File: src/locd_pkg.sv
// Package for the LED output command decoder: channel payload structs,
// command record passed from the front end to the sequencer, and constants.
// No dependencies.
`default_nettype none

package locd_pkg;

    localparam int BANK_COUNT_DEFAULT = 4;
    localparam int MAX_BANKS          = 4;
    localparam int QUEUE_DEPTH        = 2;

    localparam logic [6:0] REPORT_LEN  = 7'd8;
    localparam logic [7:0] CMD_SWITCH  = 8'd64;
    localparam logic [7:0] PROF_LO_MAX = 8'd49;
    localparam logic [7:0] PROF_HI_MIN = 8'd129;
    localparam logic [7:0] PROF_HI_MAX = 8'd132;
    localparam logic [2:0] PERIOD_MASK = 3'h7;
    localparam logic [4:0] POS_STEP    = 5'd8;
    localparam logic [4:0] PROF_LAST   = 5'd7;

    typedef enum logic {
        KIND_SWITCH  = 1'b0,
        KIND_PROFILE = 1'b1
    } t_cmd_kind;

    typedef struct packed {
        logic [6:0] report_length;
        logic [7:0] command_byte;
        logic [7:0] data_byte1;
        logic [7:0] data_byte2;
        logic [7:0] data_byte3;
        logic [7:0] data_byte4;
        logic [7:0] data_byte5;
        logic [7:0] data_byte6;
        logic [7:0] data_byte7;
    } t_locd_in;

    typedef struct packed {
        logic       command_kind;
        logic [5:0] port_number;
        logic       port_on;
        logic [2:0] flash_period;
        logic [7:0] profile_value;
        logic       last_of_run;
    } t_locd_out;

    // Decoded command as queued between front end and sequencer.
    typedef struct packed {
        t_cmd_kind   kind;
        logic [4:0]  base;    // port offset of first result, minus one
        logic [2:0]  period;  // already clamped to 1..7
        logic [63:0] bytes;   // report byte i at [8*i +: 8]
    } t_locd_cmd;

    // Queue flags seen by the producer and consumer.
    typedef struct packed {
        logic full;
        logic not_empty;
    } t_locd_qstat;

endpackage

`default_nettype wire

File: src/locd_front.sv
// Front end of the LED output command decoder: accepts reports, classifies
// them and tracks the profile position. Depends on locd_pkg.
`default_nettype none

module locd_front
    import locd_pkg::*;
(
    input  wire logic        i_clk,
    input  wire logic        i_rst_n,
    input  wire logic        i_valid,
    output logic             o_stall,
    input  wire t_locd_in    i_data,
    input  wire t_locd_qstat i_qstat,
    output logic             o_push,
    output t_locd_cmd        o_cmd
);

    logic [4:0] r_profile_position;
    logic [4:0] n_profile_position;
    logic       accept;
    logic       len_ok;
    logic       is_switch;
    logic       is_profile;
    logic [2:0] period_raw;

    assign o_stall = i_qstat.full;
    assign accept  = i_valid && !i_qstat.full;

    assign len_ok     = (i_data.report_length == REPORT_LEN);
    assign is_switch  = len_ok && (i_data.command_byte == CMD_SWITCH);
    assign is_profile = len_ok && ((i_data.command_byte <= PROF_LO_MAX) ||
                        ((i_data.command_byte >= PROF_HI_MIN) &&
                         (i_data.command_byte <= PROF_HI_MAX)));

    assign period_raw = i_data.data_byte5[2:0] & PERIOD_MASK;

    always_comb begin
        o_push       = accept && (is_switch || is_profile);
        o_cmd.kind   = is_switch ? KIND_SWITCH : KIND_PROFILE;
        o_cmd.base   = is_switch ? 5'd0 : r_profile_position;
        o_cmd.period = (period_raw == 3'd0) ? 3'd1 : period_raw;
        o_cmd.bytes  = {i_data.data_byte7, i_data.data_byte6, i_data.data_byte5,
                        i_data.data_byte4, i_data.data_byte3, i_data.data_byte2,
                        i_data.data_byte1, i_data.command_byte};

        n_profile_position = r_profile_position;
        if (accept && is_switch) begin
            n_profile_position = 5'd0;
        end else if (accept && is_profile) begin
            n_profile_position = r_profile_position + POS_STEP;
        end
    end

    always_ff @(posedge i_clk) begin
        if (!i_rst_n) begin
            r_profile_position <= 5'd0;
        end else begin
            r_profile_position <= n_profile_position;
        end
    end

    a_switch_clears_pos: assert property (@(posedge i_clk) disable iff (!i_rst_n)
        (accept && is_switch) |=> (r_profile_position == 5'd0))
        else $error("profile position not cleared by switch command");

    a_pos_aligned: assert property (@(posedge i_clk) disable iff (!i_rst_n)
        r_profile_position[2:0] == 3'd0)
        else $error("profile position lost 8-port alignment");

endmodule

`default_nettype wire

File: src/locd_queue.sv
// Short command queue between front end and sequencer.
// Depends on locd_pkg.
`default_nettype none

module locd_queue
    import locd_pkg::*;
(
    input  wire logic      i_clk,
    input  wire logic      i_rst_n,
    input  wire logic      i_push,
    input  wire t_locd_cmd i_cmd,
    input  wire logic      i_pop,
    output t_locd_cmd      o_cmd,
    output t_locd_qstat    o_qstat
);

    localparam int PTR_W = (QUEUE_DEPTH > 1) ? $clog2(QUEUE_DEPTH) : 1;
    localparam int CNT_W = $clog2(QUEUE_DEPTH + 1);
    localparam logic [CNT_W-1:0] FULL_CNT = CNT_W'(QUEUE_DEPTH);
    localparam logic [PTR_W-1:0] LAST_PTR = PTR_W'(QUEUE_DEPTH - 1);

    t_locd_cmd        r_mem [QUEUE_DEPTH];
    logic [PTR_W-1:0] r_wr_ptr;
    logic [PTR_W-1:0] r_rd_ptr;
    logic [CNT_W-1:0] r_count;
    logic             do_push;
    logic             do_pop;

    assign o_qstat.full      = (r_count == FULL_CNT);
    assign o_qstat.not_empty = (r_count != '0);
    assign o_cmd             = r_mem[r_rd_ptr];
    assign do_push           = i_push && !o_qstat.full;
    assign do_pop            = i_pop && o_qstat.not_empty;

    always_ff @(posedge i_clk) begin
        if (do_push) begin
            r_mem[r_wr_ptr] <= i_cmd;
        end
    end

    always_ff @(posedge i_clk) begin
        if (!i_rst_n) begin
            r_wr_ptr <= '0;
            r_rd_ptr <= '0;
            r_count  <= '0;
        end else begin
            if (do_push) begin
                r_wr_ptr <= (r_wr_ptr == LAST_PTR) ? '0 : r_wr_ptr + 1'b1;
            end
            if (do_pop) begin
                r_rd_ptr <= (r_rd_ptr == LAST_PTR) ? '0 : r_rd_ptr + 1'b1;
            end
            if (do_push && !do_pop) begin
                r_count <= r_count + 1'b1;
            end else if (do_pop && !do_push) begin
                r_count <= r_count - 1'b1;
            end
        end
    end

    a_no_overflow: assert property (@(posedge i_clk) disable iff (!i_rst_n)
        r_count <= FULL_CNT)
        else $error("queue count beyond depth");

    a_pop_nonempty: assert property (@(posedge i_clk) disable iff (!i_rst_n)
        (i_pop && !o_qstat.not_empty) |-> !i_push || (r_count == '0))
        else $error("pop on empty queue");

endmodule

`default_nettype wire

File: src/locd_back.sv
// Sequencer of the LED output command decoder: expands one queued command
// into per-port results through an output register. Depends on locd_pkg.
`default_nettype none

module locd_back
    import locd_pkg::*;
#(
    parameter int BANK_COUNT = BANK_COUNT_DEFAULT
) (
    input  wire logic        i_clk,
    input  wire logic        i_rst_n,
    input  wire t_locd_cmd   i_cmd,
    input  wire t_locd_qstat i_qstat,
    output logic             o_pop,
    output logic             o_valid,
    input  wire logic        i_stall,
    output t_locd_out        o_data
);

    localparam logic [4:0] SWITCH_LAST = 5'(BANK_COUNT * 8 - 1);

    logic       r_busy;
    logic       n_busy;
    t_locd_cmd  r_cmd;
    logic [4:0] r_idx;
    logic [4:0] n_idx;
    logic       r_out_valid;
    logic       n_out_valid;
    t_locd_out  r_out;
    t_locd_out  n_out;
    logic [4:0] last_idx;
    logic       load;
    logic       is_last;

    assign o_valid  = r_out_valid;
    assign o_data   = r_out;
    assign o_pop    = !r_busy && i_qstat.not_empty;
    assign last_idx = (r_cmd.kind == KIND_SWITCH) ? SWITCH_LAST : PROF_LAST;
    assign is_last  = (r_idx == last_idx);
    assign load     = r_busy && (!r_out_valid || !i_stall);

    always_comb begin
        n_busy      = r_busy;
        n_idx       = r_idx;
        n_out_valid = r_out_valid && i_stall;
        n_out       = r_out;

        if (o_pop) begin
            n_busy = 1'b1;
            n_idx  = 5'd0;
        end else if (load) begin
            n_out_valid        = 1'b1;
            n_out.command_kind = r_cmd.kind;
            n_out.port_number  = {1'b0, r_cmd.base} + {1'b0, r_idx} + 6'd1;
            n_out.last_of_run  = is_last;
            if (r_cmd.kind == KIND_SWITCH) begin
                n_out.port_on       = r_cmd.bytes[{1'b0, r_idx} + 6'd8];
                n_out.flash_period  = r_cmd.period;
                n_out.profile_value = 8'd0;
            end else begin
                n_out.port_on       = 1'b0;
                n_out.flash_period  = 3'd0;
                n_out.profile_value = r_cmd.bytes[{r_idx[2:0], 3'b000} +: 8];
            end
            if (is_last) begin
                n_busy = 1'b0;
            end else begin
                n_idx = r_idx + 5'd1;
            end
        end
    end

    always_ff @(posedge i_clk) begin
        if (o_pop) begin
            r_cmd <= i_cmd;
        end
        r_idx <= n_idx;
        r_out <= n_out;
    end

    always_ff @(posedge i_clk) begin
        if (!i_rst_n) begin
            r_busy      <= 1'b0;
            r_out_valid <= 1'b0;
        end else begin
            r_busy      <= n_busy;
            r_out_valid <= n_out_valid;
        end
    end

    a_idx_in_range: assert property (@(posedge i_clk) disable iff (!i_rst_n)
        r_busy |-> (r_idx <= last_idx))
        else $error("result index past end of command");

    a_port_range: assert property (@(posedge i_clk) disable iff (!i_rst_n)
        o_valid |-> (o_data.port_number >= 6'd1) && (o_data.port_number <= 6'd32))
        else $error("port number out of range");

    a_profile_fields: assert property (@(posedge i_clk) disable iff (!i_rst_n)
        (o_valid && o_data.command_kind) |->
            (!o_data.port_on && (o_data.flash_period == 3'd0)))
        else $error("profile result carries switch fields");

endmodule

`default_nettype wire

File: src/led_output_command_decoder.sv
// Top level of the LED output command decoder: front end, command queue
// and result sequencer. Depends on locd_pkg, locd_front, locd_queue, locd_back.
//
//  channel | direction | handshake               | payload
//  --------+-----------+-------------------------+-----------------------------
//  report  | in        | i_valid / o_stall       | i_data (t_locd_in)
//  result  | out       | o_valid / i_stall       | o_data (t_locd_out)
//
// A report is classified in the cycle it transfers; a valid command is queued
// (2 entries) and the report port stays open until the queue fills.
// The sequencer then gives one result per cycle while i_stall is low:
// BANK_COUNT*8 results for a switch command, 8 for a profile command, and
// fetches the next queued command once the last result is loaded.
// Wrong-length and unknown reports transfer like any other and give nothing.
// i_stall holds the output register; the sequencer waits, the queue keeps
// accepting. Synchronous active-low reset clears position, queue and valid.
`default_nettype none

module led_output_command_decoder
    import locd_pkg::*;
#(
    parameter int BANK_COUNT = BANK_COUNT_DEFAULT
) (
    input  wire logic     i_clk,
    input  wire logic     i_rst_n,
    input  wire logic     i_valid,
    output logic          o_stall,
    input  wire t_locd_in i_data,
    output logic          o_valid,
    input  wire logic     i_stall,
    output t_locd_out     o_data
);

    t_locd_qstat qstat;
    t_locd_cmd   push_cmd;
    t_locd_cmd   head_cmd;
    logic        push;
    logic        pop;

    // Classify and track the profile position.
    locd_front u_front (
        .i_clk   (i_clk),
        .i_rst_n (i_rst_n),
        .i_valid (i_valid),
        .o_stall (o_stall),
        .i_data  (i_data),
        .i_qstat (qstat),
        .o_push  (push),
        .o_cmd   (push_cmd)
    );

    // Decouples report intake from result expansion.
    locd_queue u_queue (
        .i_clk   (i_clk),
        .i_rst_n (i_rst_n),
        .i_push  (push),
        .i_cmd   (push_cmd),
        .i_pop   (pop),
        .o_cmd   (head_cmd),
        .o_qstat (qstat)
    );

    // Expand each command into per-port results.
    locd_back #(
        .BANK_COUNT (BANK_COUNT)
    ) u_back (
        .i_clk   (i_clk),
        .i_rst_n (i_rst_n),
        .i_cmd   (head_cmd),
        .i_qstat (qstat),
        .o_pop   (pop),
        .o_valid (o_valid),
        .i_stall (i_stall),
        .o_data  (o_data)
    );

endmodule

`default_nettype wire

File: config.mk
export PLATFORM = sky130hd
export DESIGN_NAME = led_output_command_decoder
export DESIGN_NICKNAME = d
export VERILOG_FILES = /design/src/locd_pkg.sv /design/src/locd_front.sv /design/src/locd_queue.sv /design/src/locd_back.sv /design/src/led_output_command_decoder.sv
export SDC_FILE = /design/constraint.sdc
export NUM_CORES = 1
export LEC_CHECK = 0
export BUFFER_PORTS_ARGS = -buffer_cell sky130_fd_sc_hd__buf_2
export CORE_MARGIN = 4
export CORE_UTILIZATION = 55
export CTS_CLUSTER_DIAMETER = 60
export CTS_CLUSTER_SIZE = 16
export DETAILED_ROUTE_END_ITERATION = 16
export PLACE_DENSITY = 0.78
export RECOVER_POWER = 25
export SYNTH_ARGS = -nofsm -noshare
export SYNTH_HDL_FRONTEND = slang
export SYNTH_SLANG_ARGS = --single-unit
File: constraint.sdc
create_clock -name i_clk -period 6.5 [get_ports i_clk]
set_input_delay 0 -clock i_clk [delete_from_list [all_inputs] [get_ports i_clk]]
set_output_delay 0 -clock i_clk [all_outputs]
set_load 0.1 [all_outputs]
=== After elaboration in Yosys (flattened, before gate mapping) ===
Memories as Yosys holds them, arrays and structs flattened. A register that Yosys moved wholly into a read port is not among the register bits.
Cells that the tools add are included.

* Register bits: 36
* Latch bits: 0
* Memory bits (writable): 146
* Bits in read-only memories: 0
* Input bits: 75
* Output and inout port bits: 22
* Logic and storage cells: 84
* Memories kept: 1

{| class="wikitable"
|+ Memory list
! name !! words !! bits a word !! rd ports !! clocked after memory_dff !! wr ports !! RTL line !! RTL
|-
| u_queue.r_mem || 2 || 73 || 1 || 1 || 1 || locd_queue.sv:22 || <nowiki>t_locd_cmd r_mem [QUEUE_DEPTH];</nowiki>
|}

* Add/sub/neg operators: 9
* Multipliers: 0
* Divide/modulo/power cells: 0
* $lt $le $gt $ge: 4
* Equality and inequality tests: 4
* Shift-type cells: 1
* Multiplexer cells: 17
* Bitwise gates (word level): 3
* Reduce and logical (&&, ||, !) cells: 32

{| class="wikitable"
|+ Operators by type and width
! kind !! number
|-
| 64-bit by 7-bit indexed part select with 8-bit output || 1
|-
| 1-bit logical AND || 14
|-
| 1-bit 2-to-1 mux || 11
|-
| 5-bit 2-to-1 mux || 2
|-
| 8-bit by 7-bit equality test with 1-bit output, second input constant || 1
|-
| 8-bit >= comparator, second input constant || 1
|-
| 8-bit by 6-bit <= comparator with 1-bit output, second input constant || 1
|-
| 8-bit <= comparator, second input constant || 1
|-
| 2-bit nonzero test || 4
|-
| 7-bit by 4-bit equality test with 1-bit output, second input constant || 1
|-
| 6-bit by 7-bit less-than comparator with 1-bit output, second input constant || 1
|-
| 5-bit by 4-bit adder with 6-bit output, second input constant || 1
|-
| 5-bit by 5-bit adder with 6-bit output || 1
|-
| 6-bit by 1-bit adder with 6-bit output, second input constant || 1
|-
| 1-bit binary-select mux with 6-bit select || 1
|-
| 1-bit logical NOT || 6
|-
| 2-bit AND reduction || 3
|-
| 5-bit by 1-bit adder with 5-bit output, second input constant || 1
|-
| 5-bit by 4-bit adder with 5-bit output, second input constant || 1
|-
| 5-bit equality test || 1
|-
| 2-bit 2-to-1 mux || 2
|-
| 3-bit logical NOT || 1
|-
| 1-bit logical OR || 3
|-
| 3-bit 2-to-1 mux || 1
|-
| other kinds (6) || 9
|}

=== Depth between registers and ports, before layout ===
Gate-level depths: netlist (run 1).

* Word-level depth: 11
* Depth in mapped cells: 9
* Depth with buffers taken out: 9

=== Hierarchy ===
A second synthesis (run 1) with hierarchy kept.

* Cells, all modules: 588
* Area total of the unflattened synthesis: 10,687.8 um^2

{| class="wikitable"
|+ Modules (own cells, without submodules)
! module !! times used !! cells an instance !! area each (um^2)
|-
| locd_queue || 1 || 252 || 5,500.3
|-
| locd_back || 1 || 234 || 4,424.2
|-
| locd_front || 1 || 102 || 763.2
|}

=== Worst setup path after synthesis (run 1) ===
No wires, ideal clock.

* Kind: reg-to-reg
* Start: register u_queue.r_count[1]
* End: memory u_queue.r_mem[1][0] (netlist name), enable pin
* Setup time: 506 ps
* Arrival time: 4,727 ps
* Required time: 5,994 ps
* Setup slack: 1,266 ps
* Stages on the path, launching flop included: 6
* Path buffers: 0
* Clock period less this slack: 5,234 ps
* Cells stage by stage: dfxtp_1 -> nor2b_1 -> nand2b_1 -> nor4b_1 -> nor2_1 -> nor2b_1

* Word-level cells in the longest chain between the ends: 7

{| class="wikitable"
|+ Ends and longest elaborated chain
! what !! RTL line !! RTL
|-
| start, declared || locd_queue.sv:25 || <nowiki>logic [CNT_W-1:0] r_count;</nowiki>
|-
| start signal, assigned || locd_queue.sv:54 || <nowiki>r_count <= r_count + 1'b1;</nowiki>
|-
| start signal, assigned || locd_queue.sv:56 || <nowiki>r_count <= r_count - 1'b1;</nowiki>
|-
| 2-bit equality test * || locd_queue.sv:29 || <nowiki>assign o_qstat.full = (r_count == FULL_CNT);</nowiki>
|-
| net o_stall || led_output_command_decoder.sv:27 || <nowiki>output logic o_stall,</nowiki>
|-
| 1-bit logical NOT * || locd_front.sv:27, locd_queue.sv:32 ||
|-
| 1-bit logical AND || locd_front.sv:27 || <nowiki>assign accept = i_valid && !i_qstat.full;</nowiki>
|-
| 1-bit logical AND || locd_front.sv:38 || <nowiki>o_push = accept && (is_switch || is_profile);</nowiki>
|-
| 1-bit logical AND * || locd_queue.sv:32 || <nowiki>assign do_push = i_push && !o_qstat.full;</nowiki>
|-
| 1-bit 2-to-1 mux * || locd_queue.sv:36 || <nowiki>if (do_push) begin</nowiki>
|-
| 1-bit 2-to-1 mux (not written as such) * || locd_queue.sv:37 || <nowiki>r_mem[r_wr_ptr] <= i_cmd;</nowiki>
|-
| end, declared || locd_queue.sv:22 ||
|}

Mark *: on every way through the listed nets, which the timed path passes. The rest lies on a longest branch.

=== Worst setup path in the final report (run 1) ===
* Start: input port i_data[61] (netlist name)
* End: memory u_queue.r_mem[0][65] (netlist name), enable pin

* Word-level cells in the longest chain between the ends: 9

{| class="wikitable"
|+ Ends and longest elaborated chain
! what !! RTL line !! RTL
|-
| start, declared || led_output_command_decoder.sv:28 || <nowiki>input wire t_locd_in i_data,</nowiki>
|-
| 8-bit >= comparator / 8-bit <= comparator (equally long branches) || locd_front.sv:32, locd_front.sv:33 ||
|-
| 1-bit logical AND || locd_front.sv:32 || <nowiki>((i_data.command_byte >= PROF_HI_MIN) &&</nowiki>
|-
| 1-bit logical OR || locd_front.sv:31 || <nowiki>assign is_profile = len_ok && ((i_data.command_byte <= PROF_LO_MAX) ||</nowiki>
|-
| 1-bit logical AND || locd_front.sv:31 ||
|-
| 1-bit logical OR * || locd_front.sv:38 ||
|-
| 1-bit logical AND * || locd_front.sv:38 ||
|-
| 1-bit logical AND * || locd_queue.sv:32 ||
|-
| 1-bit 2-to-1 mux * || locd_queue.sv:36 ||
|-
| 1-bit 2-to-1 mux (not written as such) * || locd_queue.sv:37 ||
|}

Mark *: on every way between the ends. The rest lies on a longest branch, timed or not.

==> impl_results.md, run 1 <==
* VDD IR-drop max at 267 uV
* Slowest cell on the critical path: nor2_4
* First-pass GRT wire length at around 28000 um
* Critical Path RT at 6.61 ns
* Hold path cells at 5
* Min cycle time layout at 3.41 ns
* Number of synthesized flops with an enable pin at 230
* Vias in the first global route at 5219
* Worst hold start: i_valid
* Worst-path fanout max at 38
* Share of flip-flops with an asynchronous set or reset at 0%
* Setup bufs post-CTS at 0
* Post-synth top area cell: edfxtp_1
* Fmax at 0.293 GHz
* Reg clk slew, reported paths at 0.07 ns
* Clock buffer depth at 3
* Syn-to-layout area delta at 19.4%
* Port Buffer Count at 96
* Synth cell types at 52
* Hold Crit Class: in2reg
* Cells after Synth at just under 500
* GRT Total Usage at around 18%
* Sequential fraction of the synthesis area at 74.2%
* Start of the worst register-to-register path: u_queue.r_count[0]$_SDFFE_PN0P_
* Clk_skew at 0.0166 ns
* Placeable Area at about 0.017 mm2
* R2R Setup Slk at roughly 3.3 ns
* # H-tree levels at 1
* Antenna violations before repair at 0
* Unrepaired setup endpoints after global routing: no
* Final Hold Vio Count at 0
* Num ports at 97
* Post-synthesis instance area at around 0.0097 mm2
* CP arrival at 3.52 ns
* Drt via density at 5.50
* Syn_nets at 574
* N_diodes at 0
* Wirelength per Cell at 19.4 um
* Vias at 4932
* Layout cells sized above 1 at 27.7%
* Worst setup EP type: flop
* Num CTS Buffers at 19
* Final GP Congestion at 0.812
* Worst skew pair latency at between 0.4 and 0.5 ns
* Worst-case reg-to-reg path depth at 6
* Pin count of the biggest net entering global routing at 77
* Most frequent cell after synthesis: edfxtp_1
* Max incr delay on CP at about 0.79 ns
* Max transition margin at 33.3%
* Endpoints failing setup at 0
* Post-route ant nets at 0
* Global route overflow at 0
* Period utilisation layout at 52.5%
* DRC violations left at 0
* RR Endpoint: u_queue.r_mem[0][65]$_DFFE_PP_
* Initial core utilization at 56.1%
* # nets final at 740
* Rows at between 40 and 50
* CP bufs+invs at 3
* Ys Warns at 0
* P_leak at 3.82 nW
* Total Negative Setup Slacks at 0 ns
* DR pass1 iterations at 4
* Final Cell Area at 0.0115 mm2
* Largest delay share family, worst path: simple AND/OR/NAND/NOR gates
* CTS tree: done
* Routed wire length at approximately 17000 um
* Slew Limit Fails at 0
* Flip-flop and latch count after synthesis at 243
* DP Wirelength at approximately 11000 um
* Post-synth top cells: 230 x edfxtp_1, 73 x mux2_2, 31 x mux4_2, 16 x nor2b_1, 15 x clkbuf_1
* Startpoint type of the worst setup path: input pin
* Clock sinks at about 240
* Top cell type's share of synthesized area at slightly above 70%
* Hold path endpoint: u_front.r_profile_position[4]$_SDFFE_PP0P_
* Clk root buf: clkbuf_16
* Most used flip-flop cell after synthesis: edfxtp_1
* MaxCap Viol Count at 0
* Die width at 141 um
* Pwr dens at 388 mW/mm2
* Top cells by area in the synthesized netlist: edfxtp_1 71%, mux2_2 8.5%, mux4_2 7.2%, dfxtp_1 2.7%, nor2b_1 1.0%
* Worst-Margin Slew at 1.00 ns
* DP Area at between 0.01 and 0.015 mm2
* Die Span Y at around 140 um
* Critical Setup Path Class: in2reg
* Syn avg cell area at 19.6 um2
* CP dominant cell by count: nor2_1
* First-iteration detailed-routing DRC count at 421
* Die area at about 0.020 mm2
* Status: complete, no violations
* Cell Chain, Critical Path: dlygate4sd3_1 > clkbuf_1 > or4b_1 > nor2_1 > nor4b_1 > nor2_1 > nor2_4 > buf_4
[metrics by stage]
stage	setup WS, ns	utilization [%]	instances	hold WS, ns	power [mW]
floorplan	1.27	-	494	0.0989	3.13
global placement	3.38	60.2	798	0.189	3.39
detailed placement	3.10	60.2	798	0.191	3.42
CTS	3.05	67.3	897	0.0137	4.52
global route	2.70	66.9	897	0.0841	4.68
finish	3.09	66.9	897	0.0397	4.48
[worst min-delay path: cells and delay by family]
family	cells	cell delay (ns)
AND/OR/NAND/NOR	3	0.30
buffers and inverters	1	0.10
AO/OA/AOI/OAI	1	0.06
[power by group]
group / total, mW / switching [mW] / internal (mW)
sequential: 2.29 / 0.223 / 2.07
combinational: 1.13 / 0.659 / 0.468
clock: 1.06 / 0.486 / 0.573
total: 4.48 / 1.37 / 3.11
[timing repair]
action / 4_1_cts / 5_1_grt
hold buffers: 66 / 0
hold endpoints to repair: 144 / 0
gates resized for setup: 0 / 0
[metal layers]
metal / part of all wire [%] / vias up / global-route usage [%]
met5: 0 / - / 0
met4: 2.0 / 0 / 4.59
li1: - / 2317 / -
met3: 5.4 / 25 / 2.77
met1: 43 / 2445 / 25.9
met2: 50 / 145 / 29.3
[how the worst max path moves through the flow]
| stage | to | cells past startpoint | startpoint |
|---|---|---|---|
| detailed placement | u_queue.r_mem[0][64]$_DFFE_PP_ | 7 | i_data[61] |
| global placement | u_queue.r_mem[0][65]$_DFFE_PP_ | 7 | i_data[61] |
| finish | u_queue.r_mem[0][65]$_DFFE_PP_ | 8 | i_data[61] |
| global route | u_queue.r_mem[0][42]$_DFFE_PP_ | 8 | i_data[61] |
| floorplan | u_queue.r_mem[1][0]$_DFFE_PP_ | 5 | u_queue.r_count[1]$_SDFFE_PN0P_ |
| CTS | u_queue.r_mem[0][65]$_DFFE_PP_ | 8 | i_data[61] |
[registers in the layout, summed over array words and instances, names as in the netlist]
signal	cells
u_queue.r_rd_ptr	1
u_queue.r_count	2
u_back.r_cmd	70
u_queue.r_mem	140
u_back.o_data	20
u_back.r_busy	1
u_back.o_valid	1
u_queue.r_wr_ptr	1
u_front.r_profile_position	2
u_back.r_idx	5
[kinds of logic (layout without fill, tap and decap cells)]
logic type                 count (synthesis)  in the layout  share of synthesized area, %
buffers and inverters                     29            207                          1.35
muxes                                    113            113                          16.8
AOI/OAI and AO/OA                         24             24                          1.75
and+or+nand+nor                           69             69                          4.27
DFF                                      243            243                          74.2
adders and majority gates                  5              5                         0.647
xor gates and xnor gates                  11             11                         0.997
[cell usage in the layout (no fill, tap or decap), types with 3 or more instances in the layout]
cell type	netlist	layout
and2_1	3	3
dfxtp_1	13	11
inv_1	4	4
clkbuf_16	0	19
buf_4	2	6
buf_2	5	45
edfxtp_1	230	230
xnor2_1	5	5
mux2_2	73	73
nor3_1	4	4
mux4_2	31	31
xor2_1	6	6
ha_1	5	5
nor2b_1	16	14
nor2_1	13	12
or3_1	5	5
o21ai_0	5	5
nor3b_1	3	3
nand3_1	4	4
nor4b_1	3	3
a21oi_1	3	3
dlygate4sd3_1	0	66
clkbuf_1	15	61
mux2i_1	8	8
nand2_1	4	4
[cell type report]
class	instances	area (um2)
clock buffers	32	544
clock inverters	1	11.3
flip-flops and latches	243	7170
multi-input cells	222	2380
well taps	225	282
repair buffers	168	1120
fillers	1130	5700
inverters	6	22.5
Note: power is estimated with default switching activity, not from simulation.
==> inputs of run 2 (changes only) <==
clock period = 3.22 ns   (was 6.5 ns; I/O delays follow)
==> impl_results.md, run 2 (synthesis gave the netlist of run 1 again) <==
* Status: complete, no violations (unchanged)
* Most frequent cells in the layout: 230 x edfxtp_1, 73 x mux2_2, 67 x dlygate4sd3_1, 63 x clkbuf_1, 44 x buf_2 (was 230 x edfxtp_1, 73 x mux2_2, 66 x dlygate4sd3_1, 61 x clkbuf_1, 45 x buf_2)
* DRC violations left at 0 (unchanged)
* Post-route ant nets at 0 (unchanged)
* DP Wirelength at 11500 um (was 11000 um)
* Storage cell area at 0.00717 mm2 (unchanged)
* Fin util at 67.4% (was 66.9%)
* Worst-case reg-to-reg path depth at 5 (was 6)
* Final GP Congestion at 0.838 (was 0.812)
* Worst-path fanout max at 38 (unchanged)
* Vias at 5054 (was 4932)
* Rows at 48 (unchanged)
* First-pass GRT wire length at 28900 um (was 28200 um)
* Worst setup EP type: flop (unchanged)
* Critical Setup Path Class: in2reg (unchanged)
* Max transition margin at 38.7% (was 33.3%)
* Hold path endpoint: u_front.r_profile_position[4]$_SDFFE_PP0P_ (unchanged)
* N_diodes at 0 (unchanged)
* # H-tree levels at 1 (unchanged)
* Die width at 141 um (unchanged)
* Startpoint type of the worst setup path: input pin (unchanged)
* Num ports at 97 (unchanged)
* CTS tree: done (unchanged)
* Clock buffer depth at 3 (unchanged)
* Placeable Area at 0.0172 mm2 (unchanged)
* Antenna violations before repair at 0 (unchanged)
* Critical Path RT at 3.34 ns (was 6.61 ns)
* Initial core utilization at 56.1% (unchanged)
* Final Total Pwr at 9.07 mW (was 4.48 mW)
* Fmax at 0.383 GHz
* Syn-to-layout area delta at 20.2% (was 19.4%)
* Final Hold Vio Count at 0 (unchanged)
* Global route overflow at 0 (unchanged)
* Die Span Y at 141 um (unchanged)
* Top flop regs: u_queue.r_mem x140, u_back.r_cmd x70, u_back.o_data x20 (unchanged)
* Reg clk slew, reported paths at 0.07 ns (about the same)
* Hold path cells at 5 (unchanged)
* Resized Gates After CTS at 0 (unchanged)
* Wirelength per Cell at 20.1 um (was 19.4 um)
* Hold Crit Class: in2reg (unchanged)
* Min cycle time layout at around 2.6 ns
* Period utilisation layout at 81.0%
* Clock sinks at 243 (unchanged)
* R2R Setup Slk at 0.65 ns (was 3.25 ns)
* Pin count of the biggest net entering global routing at 45 (was 77)
* Unrepaired setup endpoints after global routing: no (unchanged)
* CP arrival at 2.73 ns (was 3.52 ns)
* Routed wire length at 18100 um (was 17400 um)
* P_leak at 3.85 nW (was 3.82 nW)
* DR pass1 iterations at 4 (unchanged)
* # nets final at 746 (was 740)
* Start of the worst register-to-register path: u_back.r_idx[0]$_SDFFE_PP0P_ (was u_queue.r_count[0]$_SDFFE_PN0P_)
* Endpoints failing setup at 0 (unchanged)
* RR Endpoint: u_back.o_data[12]$_SDFFCE_PP0P_ (was u_queue.r_mem[0][65]$_DFFE_PP_)
* Vias in the first global route at 5256 (was 5219)
* Layout filler cell count at 1101 (was 1130)
* Drt via density at 5.60 (was 5.50)
* VDD IR-drop max at 732 uV (was 267 uV)
* Slew Limit Fails at 0 (unchanged)
* Pwr dens at 781 mW/mm2 (was 388 mW/mm2)
* Max reg flops at 140 (unchanged)
* Clk_skew at 0.0117 ns (was 0.0166 ns)
* Worst skew pair latency at 0.47 ns (was 0.48 ns)
* GRT Total Usage at 18.8% (was 18.0%)
* DP Area at 0.0105 mm2 (was 0.0104 mm2)
* Area of the multi-input gates at 0.00238 mm2 (unchanged)
* Worst-Margin Slew at 0.920 ns (was 1.00 ns)
* Worst hold start: i_valid (unchanged)
* Most common cell after layout, fill and taps aside: edfxtp_1 (unchanged)
* First-iteration detailed-routing DRC count at 397 (was 421)
* Largest reg by FF count: u_queue.r_mem (unchanged)
* Num CTS Buffers at 19 (unchanged)
* Port Buffer Count at 96 (unchanged)
* Layout cells sized above 1 at 27.6% (was 27.7%)
* Clk root buf: clkbuf_16 (unchanged)
* Die area at 0.0198 mm2 (unchanged)
* MaxCap Viol Count at 0 (unchanged)
* Final Cell Area at 0.0116 mm2 (was 0.0115 mm2)
* Hold_ws at 0.0294 ns (was 0.0397 ns)
==> run 2: worst max-delay path: stages <==
cell and delay, ns:
dlygate4sd3_1 0.54, clkbuf_1 0.15, or4b_1 0.56, nor2_1 0.10, nor4b_1 0.52, nor2_1 0.24
nor2_4 0.14, buf_4 0.45
==> run 2: area by class of cell <==
| type | instances | area share (%) |
|---|---|---|
| Inverter | 6 | 0.194 |
| Tap cell | 225 | 2.42 |
| Clock inverter | 1 | 0.140 |
| Timing Repair Buffer | 174 | 10.5 |
| Clock buffer | 32 | 4.51 |
| Sequential cell | 243 | 61.7 |
| Multi-Input combinational cell | 222 | 20.5 |
==> run 2: report_power, final <==
| group | internal (mW) | leakage, nW | switching (mW) | total, mW |
|---|---|---|---|---|
| sequential | 4.17 | 2.22 | 0.453 | 4.62 |
| clock | 1.12 | 0.256 | 0.989 | 2.11 |
| combinational | 0.977 | 1.38 | 1.37 | 2.35 |
==> run 2: repair_timing <==
action                    4_1_cts  5_1_grt
buffers inserted                0        0
hold buffers                   67        0
hold endpoints to repair      144        0
==> run 2: worst max path at each step <==
stage,start,endpoint,slack [ns],depth (start not counted)
global placement,u_back.r_idx[0]$_SDFFE_PP0P_,u_back.o_data[12]$_SDFFCE_PP0P_,0.71,5
detailed placement,u_back.r_idx[0]$_SDFFE_PP0P_,u_back.o_data[12]$_SDFFCE_PP0P_,0.64,5
CTS,u_back.r_idx[0]$_SDFFE_PP0P_,u_back.o_data[12]$_SDFFCE_PP0P_,0.63,5
finish,i_data[61],u_queue.r_mem[0][40]$_DFFE_PP_,0.61,8
global route,u_back.r_idx[0]$_SDFFE_PP0P_,u_back.o_data[12]$_SDFFCE_PP0P_,0.46,5
floorplan,u_queue.r_count[1]$_SDFFE_PN0P_,u_queue.r_mem[1][0]$_DFFE_PP_,-0.70,5
==> run 2: per-stage QoR <==
stage | setup slack [ns] | cells | setup TNS, ns
after floorplan | -0.697 | 494 | -96.40
after global placement | 0.708 | 803 | 0
after detailed placement | 0.639 | 803 | 0
after CTS | 0.626 | 903 | 0
after global routing | 0.460 | 903 | 0
final | 0.611 | 903 | 0
==> run 2: metal layers <==
metal  vias up  global-route usage (%)  wire length, um  part of all wire [%]
li1       2323                       -                -                     -
met1      2523                    26.0             7580                    42
met2       176                    31.5             9100                    50
met3        32                    2.83             1040                   5.7
met4         0                    5.20              418                   2.3
met5         -                       0                0                     0
==> inputs of run 3 (changes only) <==
clock period = 2.6 ns   (was 3.22 ns; I/O delays follow)
==> impl_results.md, run 3 (synthesis gave the netlist of run 1 again) <==
* GRT Total Usage at 18.9% (was 18.8%)
* Placeable Area at 0.0172 mm2 (unchanged)
* R2R Setup Slk at 0.17 ns (was 0.65 ns)
* Area of the multi-input gates at 0.00243 mm2 (was 0.00238 mm2)
* Wirelength per Cell at 19.9 um (was 20.1 um)
* Worst setup EP type: flop (unchanged)
* Endpoints failing setup at 0 (unchanged)
* Reg clk slew, reported paths at 0.07 ns (about the same)
* Initial core utilization at 56.1% (unchanged)
* P_leak at 3.89 nW (was 3.85 nW)
* Worst skew pair latency at 0.48 ns (was 0.47 ns)
* # H-tree levels at 1 (unchanged)
* Num ports at 97 (unchanged)
* CTS tree: done (unchanged)
* Fmax at 0.412 GHz
* Storage cell area at 0.00717 mm2 (about the same)
* Critical Setup Path Class: reg2reg (was in2reg)
* Fin util at 67.9% (was 67.4%)
* Post-route ant nets at 0 (unchanged)
* Resized Gates After CTS at 0 (unchanged)
* Status: complete, no violations (unchanged)
* Die area at 0.0198 mm2 (unchanged)
* Start of the worst register-to-register path: u_back.r_idx[3]$_SDFFE_PP0P_ (was u_back.r_idx[0]$_SDFFE_PP0P_)
* # nets final at 753 (was 746)
* Clk_skew at 0.0156 ns (was 0.0117 ns)
* Max reg flops at 140 (unchanged)
* Largest reg by FF count: u_queue.r_mem (unchanged)
* Clk root buf: clkbuf_16 (unchanged)
* Unrepaired setup endpoints after global routing: no (unchanged)
* Layout filler cell count at 1116 (was 1101)
* CP arrival at 2.66 ns (was 2.73 ns)
* Critical Path RT at 2.83 ns (was 3.34 ns)
* Vias at 5109 (was 5054)
* First-iteration detailed-routing DRC count at 475 (was 397)
* Worst-path fanout max at 6 (was 38)
* Pin count of the biggest net entering global routing at 77 (was 45)
* Worst-case reg-to-reg path depth at 4 (was 5)
* Clock sinks at 243 (unchanged)
* Top flop regs: u_queue.r_mem x140, u_back.r_cmd x70, u_back.o_data x20 (unchanged)
* Num CTS Buffers at 19 (unchanged)
* Final Hold Vio Count at 0 (unchanged)
* Final GP Congestion at 0.847 (was 0.838)
* Die width at 141 um (unchanged)
* DR pass1 iterations at 5 (was 4)
* Slew Limit Fails at 0 (unchanged)
* Max transition margin at 64.2% (was 38.7%)
* Port Buffer Count at 96 (unchanged)
* Startpoint type of the worst setup path: flop (was input pin)
* Clock buffer depth at 3 (unchanged)
* Total Negative Setup Slacks at 0 ns (unchanged)
* Pwr dens at 960 mW/mm2 (was 781 mW/mm2)
* Hold_ws at 0.142 ns (was 0.0294 ns)
* Hold Crit Class: in2reg (unchanged)
* Most frequent cells in the layout: 230 x edfxtp_1, 73 x mux2_2, 69 x dlygate4sd3_1, 67 x clkbuf_1, 42 x buf_2 (was 230 x edfxtp_1, 73 x mux2_2, 67 x dlygate4sd3_1, 63 x clkbuf_1, 44 x buf_2)
* Vias in the first global route at 5447 (was 5256)
* Worst hold start: i_data[66] (was i_valid)
* N_diodes at 0 (unchanged)
* RR Endpoint: u_back.o_data[12]$_SDFFCE_PP0P_ (unchanged)
* Drt via density at 5.61 (was 5.60)
* DRC violations left at 0 (unchanged)
* First-pass GRT wire length at 29200 um (was 28900 um)
* Min cycle time layout at 2.43 ns
* Period utilisation layout at approximately 93%
* Worst-Margin Slew at 0.536 ns (was 0.920 ns)
* DP Wirelength at 11500 um (about the same)
* Antenna violations before repair at 0 (unchanged)
* MaxCap Viol Count at 0 (unchanged)
* Routed wire length at 18100 um (about the same)
* Most common cell after layout, fill and taps aside: edfxtp_1 (unchanged)
* Rows at 48 (unchanged)
* Hold path endpoint: u_front.r_profile_position[4]$_SDFFE_PP0P_ (unchanged)
* Die Span Y at 141 um (unchanged)
* Layout cells sized above 1 at 28.6% (was 27.6%)
* Syn-to-layout area delta at 21.2% (was 20.2%)
* Global route overflow at 0 (unchanged)
* Hold path cells at 5 (unchanged)
* VDD IR-drop max at 899 uV (was 732 uV)
## run 3: cell count changes in the layout (fill, tap and decap cells not counted), moves of 2 or more
cell	before	now
buf_1	2	0
buf_4	7	13
dfxtp_1	11	9
dfxtp_2	2	4
dlygate4sd3_1	67	69
buf_2	44	42
clkbuf_1	63	67
## run 3: per-stage QoR
step | power [mW] | cells | setup WS, ns | instance area, um2
after detailed placement | 8.63 | 808 | 0.178 | 10500
after global placement | 8.55 | 808 | 0.219 | 10500
after floorplan | 7.83 | 494 | -0.130 | 9730
after CTS | 11.3 | 910 | 0.158 | 11800
final | 11.2 | 910 | 0.172 | 11700
after global routing | 11.7 | 910 | 0.0826 | 11700
## run 3: layer usage
layer | vias up | share of wire, % | wire (um) | GRT usage, %
met4 | 0 | 2.4 | 434 | 6.17
met2 | 198 | 51 | 9150 | 31.4
met5 | - | 0 | 0 | 0
li1 | 2336 | - | - | -
met1 | 2545 | 41 | 7430 | 26.3
met3 | 30 | 6.1 | 1100 | 2.73
## run 3: worst max-delay path, stage by stage, from the launching register on
cell	delay, ns
dfxtp_1	0.52
mux4_1	0.60
mux4_2	0.47
and4b_1	0.22
or3_1	0.37
## run 3: how the worst max path moves through the flow
stage / from / to / cells past startpoint
2_1_floorplan: u_queue.r_count[1]$_SDFFE_PN0P_ / u_queue.r_mem[1][0]$_DFFE_PP_ / 5
3_3_place_gp: u_back.r_idx[3]$_SDFFE_PP0P_ / u_back.o_data[12]$_SDFFCE_PP0P_ / 4
3_5_place_dp: u_back.r_idx[3]$_SDFFE_PP0P_ / u_back.o_data[12]$_SDFFCE_PP0P_ / 4
4_1_cts: u_back.r_idx[3]$_SDFFE_PP0P_ / u_back.o_data[12]$_SDFFCE_PP0P_ / 4
5_1_grt: u_back.r_idx[3]$_SDFFE_PP0P_ / u_back.o_data[12]$_SDFFCE_PP0P_ / 4
6_report: u_back.r_idx[3]$_SDFFE_PP0P_ / u_back.o_data[12]$_SDFFCE_PP0P_ / 4
## run 3: timing repair
action / 4_1_cts / 5_1_grt
endpoints found under the hold margin: 142 / 0
hold buffers: 69 / 0
buffers inserted: 0 / 0
## run 3: report_power, final
part           switching, mW  internal (mW)  total (mW)
registers              0.463           5.16        5.62
logic                   1.79           1.23        3.02
clock network           1.21           1.38        2.60
## run 3: final cells by class
type	count	area share [%]
clock buffers	32	4.48
clock inverters	1	0.139
inverters	6	0.203
multi-input cells	222	20.8
flip-flops and latches	243	61.2
well taps	225	2.40
repair buffers	181	10.8
